**src/sv/pixc_pkg.sv**
```systemverilog
// Shared types, command codes, flag positions and the fixed color palette of the compositor.
package pixc_pkg;

  // Command codes carried on the input channel's tuser.
  localparam logic [1:0] CMD_RENDER = 2'd0;
  localparam logic [1:0] CMD_CLEAR  = 2'd1;
  localparam logic [1:0] CMD_READ   = 2'd2;

  // Bit positions inside the low half of a priority word.
  localparam int FLAG_BG           = 0;
  localparam int FLAG_BG_TRANSP    = 1;
  localparam int FLAG_SPRITE       = 2;
  localparam int FLAG_SPRITE_EXTRA = 3;
  localparam int FLAG_SPRITE_ZERO  = 4;
  localparam int FLAG_BEHIND       = 5;
  localparam int FLAG_DEBUG_LOCK   = 6;

  // Lines that stay visible under the NTSC crop.
  localparam logic [8:0] CROP_TOP    = 9'd8;
  localparam logic [8:0] CROP_BOTTOM = 9'd231;

  localparam int PALETTE_SIZE = 64;

  // Red in [23:16], green in [15:8], blue in [7:0].
  localparam logic [23:0] PALETTE [PALETTE_SIZE] = '{
    24'h808080, 24'h003DA6, 24'h0012B0, 24'h440096,
    24'hA1005E, 24'hC70028, 24'hBA0600, 24'h8C1700,
    24'h5C2F00, 24'h104500, 24'h054A00, 24'h00472E,
    24'h004166, 24'h000000, 24'h050505, 24'h050505,
    24'hC7C7C7, 24'h0077FF, 24'h2155FF, 24'h8237FA,
    24'hEB2FB5, 24'hFF2950, 24'hFF2200, 24'hD63200,
    24'hC46200, 24'h358000, 24'h058F00, 24'h008A55,
    24'h0099CC, 24'h212121, 24'h090909, 24'h090909,
    24'hFFFFFF, 24'h0FD7FF, 24'h69A2FF, 24'hD480FF,
    24'hFF45F3, 24'hFF618B, 24'hFF8833, 24'hFF9C12,
    24'hFABC20, 24'h9FE30E, 24'h2BF035, 24'h0CF0A4,
    24'h05FBFF, 24'h5E5E5E, 24'h0D0D0D, 24'h0D0D0D,
    24'hFFFFFF, 24'hA6FCFF, 24'hB3ECFF, 24'hDAABEB,
    24'hFFA8F9, 24'hFFABB3, 24'hFFD2B0, 24'hFFEFA6,
    24'hFFF79C, 24'hD7E895, 24'hA6EDAF, 24'hA2F2DA,
    24'h99FFFC, 24'hDDDDDD, 24'h111111, 24'h111111
  };

  // Commands from the controller to the datapath.
  typedef struct packed {
    logic load_item;  // capture the input word and start the store read
    logic sweep_wr;   // write the fill value at the sweep address
    logic fill_zero;  // fill the index store with zero instead of the item index
    logic commit;     // finish the item: store writes and result load
  } pixc_cmd_t;

  // Status from the datapath to the controller.
  typedef struct packed {
    logic [1:0] in_cmd;     // command of the word on the input channel
    logic       sweep_last; // sweep address is at the last entry
    logic       out_free;   // output register can take a result this cycle
  } pixc_stat_t;

endpackage

```
**src/sv/pixc_ctrl.sv**
```systemverilog
// Controller state machine: reset sweep, word accept, clear sweep and commit.
module pixc_ctrl (
  input  logic                 clk,
  input  logic                 rst_n,
  input  logic                 in_tvalid,
  output logic                 in_tready,
  input  pixc_pkg::pixc_stat_t stat,
  output pixc_pkg::pixc_cmd_t  ctl
);
  import pixc_pkg::*;

  localparam logic [1:0] S_INIT  = 2'd0;
  localparam logic [1:0] S_IDLE  = 2'd1;
  localparam logic [1:0] S_CLEAR = 2'd2;
  localparam logic [1:0] S_EXEC  = 2'd3;

  logic [1:0] state_r;
  logic [1:0] state_nxt;

  always_comb begin
    state_nxt     = state_r;
    in_tready     = 1'b0;
    ctl.load_item = 1'b0;
    ctl.sweep_wr  = 1'b0;
    ctl.fill_zero = 1'b0;
    ctl.commit    = 1'b0;
    case (state_r)
      S_INIT: begin
        ctl.sweep_wr  = 1'b1;
        ctl.fill_zero = 1'b1;
        if (stat.sweep_last) begin
          state_nxt = S_IDLE;
        end
      end
      S_IDLE: begin
        in_tready = 1'b1;
        if (in_tvalid) begin
          ctl.load_item = 1'b1;
          state_nxt = (stat.in_cmd == CMD_CLEAR) ? S_CLEAR : S_EXEC;
        end
      end
      S_CLEAR: begin
        ctl.sweep_wr = 1'b1;
        if (stat.sweep_last) begin
          state_nxt = S_EXEC;
        end
      end
      S_EXEC: begin
        if (stat.out_free) begin
          ctl.commit = 1'b1;
          state_nxt  = S_IDLE;
        end
      end
      default: begin
        state_nxt = S_INIT;
      end
    endcase
  end

  always_ff @(posedge clk) begin
    if (!rst_n) begin
      state_r <= S_INIT;
    end else begin
      state_r <= state_nxt;
    end
  end

endmodule

```
**config.mk**
```make
export PLATFORM = sky130hd
export DESIGN_NAME = pixc_ctrl
export DESIGN_NICKNAME = d
export VERILOG_FILES = /design/src/sv/pixc_pkg.sv /design/src/sv/pixc_ctrl.sv
export SDC_FILE = /design/constraint.sdc
export NUM_CORES = 1
export LEC_CHECK = 0
export BUFFER_PORTS_ARGS = -buffer_cell sky130_fd_sc_hd__buf_4
export CORE_AREA = 2 2 39 41
export DETAILED_ROUTE_END_ITERATION = 8
export DIE_AREA = 0 0 41 43
export MAX_ROUTING_LAYER = met4
export PLACE_DENSITY = 0.48
export SLEW_MARGIN = 20
export SYNTH_ARGS = -nofsm -noshare
export SYNTH_HDL_FRONTEND = slang
export SYNTH_SLANG_ARGS = --single-unit
```
**constraint.sdc**
```tcl
create_clock -name clk -period 1.6 [get_ports clk]
set_input_delay 0 -clock clk [delete_from_list [all_inputs] [get_ports clk]]
set_output_delay 0 -clock clk [all_outputs]
set_load 0.01 [all_outputs]
```
==> flow_summary_export.csv <==
group,metric,value,unit
layout,nNetsFinal,53,
yosys,synth_top_family_by_area,"adder cells",
layout,top_register,"state_r",
cts,numClockSinks,2,
die,core_area,0.00138,sq mm
critical_path,crit_path_max_fanout,4,
cts,root_buffer,"clkbuf_4",
yosys,synth-simple-area-share,0.246,
layout,largest_reg_flops,2,
cts,cts_buffer_depth,2,
hold_path,hold_path_class,"primary input to register",
layout,fin_util,0.259,
yosys,async_flop_share,0,
place,place_area,337,sq um
yosys,avgSynthCellArea,9.36,sq um
die,die_w,41,um
layout,nFillCells,158,
die,pin_count,12,
critical_path,max_stage_delay,0.37,ns
yosys,yosys_warnings,0,
yosys,syn-num-nets,37,
timing,period_minus_slack,1.33,ns
yosys,ys_seq_area_frac,0.171,
yosys,synthXorXnorAreaFrac,0,
layout,stdcell_count,55,
place,gp_congestion,0.668,
cts,clk_pin_slew,0.03,ns
run,cap_viol_max_count,0,
critical_path,startpoint_type,"register",
yosys,synth_compound_gate_area_share,0.251,
critical_path,worstPathArrival,1.47,ns
timing,max_freq,751,MHz
critical_path,startpoint,"state_r[0]",
layout,multi_input_area,179,sq um
layout,stdcell_area,359,sq um
cts,htreeDepth,1,
timing,finalSetupViolations,0,
routing,drc,0,
routing,ant_nets,0,
grt,grt_max_degree,5,
yosys,syn-instance-count,25,
cts,worstSkewPairLatency,0.23,ns
hold_path,min-delay-start,"rst_n",
grt,track_usage,0.0719,
layout,diodes,0,
timing,tns,0,ns
critical_path,crit_type,"register to register",
die,initial_utilization,0.169,
critical_path,endpoint_kind,"register",
yosys,synth_area_leaders,"ha_1 (27%), dfxtp_1 (17%), o21bai_4 (8.0%), a311oi_2 (6.4%), inv_1 (6.4%)",
cts,cts_setup_buffers,0,
critical_path,path_cells,"inv_1 > ha_1 > o21bai_4 > a31oi_1 > a311oi_2",
routing,drt_first_pass_iters,4,
power,p_per_area,1740,mW/mm^2
die,fp.dieH,43,um
status,outcome,"finished clean",
critical_path,crit_required,1.74,ns
routing,wl,441,um
place,dp.cells,52,
layout,regArea,40.0,sq um
critical_path,ff2ff_setup_slack,0.27,ns
routing,drt_iter0_markers,5,
critical_path,cpMaxStageDelayCell,"dfxtp_1",
timing,finalMaxSlewViolations,0,
routing,wl_per_cell,8.02,um
grt,grt_pass1_wl,738,um
yosys,muxShareOfSynthArea,0,
timing,rsz0062_at_grt,"no",
yosys,ys_types,16,
timing,fin_skew,0.000756,ns
place,dp_hpwl,360,um
routing,via_count,221,
layout,reg_top3,"state_r x2",
yosys,synth_ff_type,"dfxtp_1",
timing,fin_crit_sh,0.832,
power,ir_worst_vdd,0.000718,V
yosys,synthesis.area,234,sq um
yosys,ys_seq_elements,2,
grt,antenna_found_initial,0,
cts,holdBufCountCts,0,
routing,avgViaCountPerCell,4.02,
die,dieArea,0.00176,sq mm
layout,area_growth_syn_to_layout,53.5,%
timing,hold_violations,0,
grt,grt_pass1_vias,204,
cts,cts_tree,"built",
critical_path,rr_startpoint,"state_r[0]",
yosys,synth_top_area_cell,"ha_1",
yosys,synth_top_area_share,0.267,
yosys,synthAdderAreaFrac,0.267,
timing,worst_pin_slew,0.207,ns
power,leakagePower,0.176,nW
die,std_cell_rows,14,
cts,numCtsBuffers,3,
yosys,synth_edf_count,0,
layout,layout-drive-gt1-share,0.436,
timing,maxSlewHeadroom,0.861,
cts,cts-resized-gates,0,
place,port_buffers,11,
grt,grt_overflow_total,0,
## synth_stat cells (all sizes together) (2+ instances only)
cell type,instances
dfxtp,2
nand2b,2
inv,4
ha,5
and2,2
## per-stage QoR
stage	total power [mW]	setup slack, ns	hold slack [ns]
final	0.623	0.269	0.0328
after global placement	0.517	0.262	0.272
after floorplan	0.377	0.324	0.147
after global routing	0.690	0.184	0.0363
after CTS	0.635	0.254	0.0326
after detailed placement	0.513	0.263	0.272
## report_power, final
| group | internal (mW) | leakage (nW) | switching (mW) |
|---|---|---|---|
| clock | 0.0832 | 0.0138 | 0.0338 |
| combinational | 0.208 | 0.146 | 0.199 |
| sequential | 0.0743 | 0.0166 | 0.0256 |
## routing by layer
layer  global-route usage  vias to the layer above  wire length, um
li1                     -                      113                -
met1               0.0767                       92              196
met2               0.0781                       14              176
met3               0.0471                        2               53
met4               0.0800                        0               14
met5                    -                        -                0
## critical path, delay by kind of cell, from the launching register on
kind | cells | cell delay, ns
fa+ha+maj | 1 | 0.26
flops | 1 | 0.37
buf+inv | 1 | 0.10
compound gates | 3 | 0.52
## placed cells by master (no fill, tap or decap), types with 2 or more instances in the layout
cell / synthesis / final
and2_1: 2 / 2
buf_4: 0 / 11
clkbuf_4: 0 / 3
dfxtp_1: 2 / 2
ha_1: 5 / 5
inv_1: 4 / 4
## cell type report
| cell class | instances | area share |
|---|---|---|
| clock buffers | 3 | 0.0627 |
| inverters | 4 | 0.0418 |
| multi-input cells | 19 | 0.498 |
| flip-flops and latches | 2 | 0.111 |
| well taps | 16 | 0.0557 |
| repair buffers | 11 | 0.230 |
## final timing paths
kind / depth (start not counted) / to
hold / removal: 3 / state_r[0]
hold reg to reg: 2 / state_r[0]
setup reg to reg: 5 / state_r[0]
setup / recovery: 5 / state_r[0]
## logic make-up (layout without fill, tap and decap cells)
group,count (synthesis),in the layout
AND/OR/NAND/NOR,8,8
AO/OA/AOI/OAI,6,6
adder cells (fa/ha/maj),5,5
buffers and inverters,4,18
flip-flops,2,2
No activity file was read; power rests on OpenSTA's default activity.
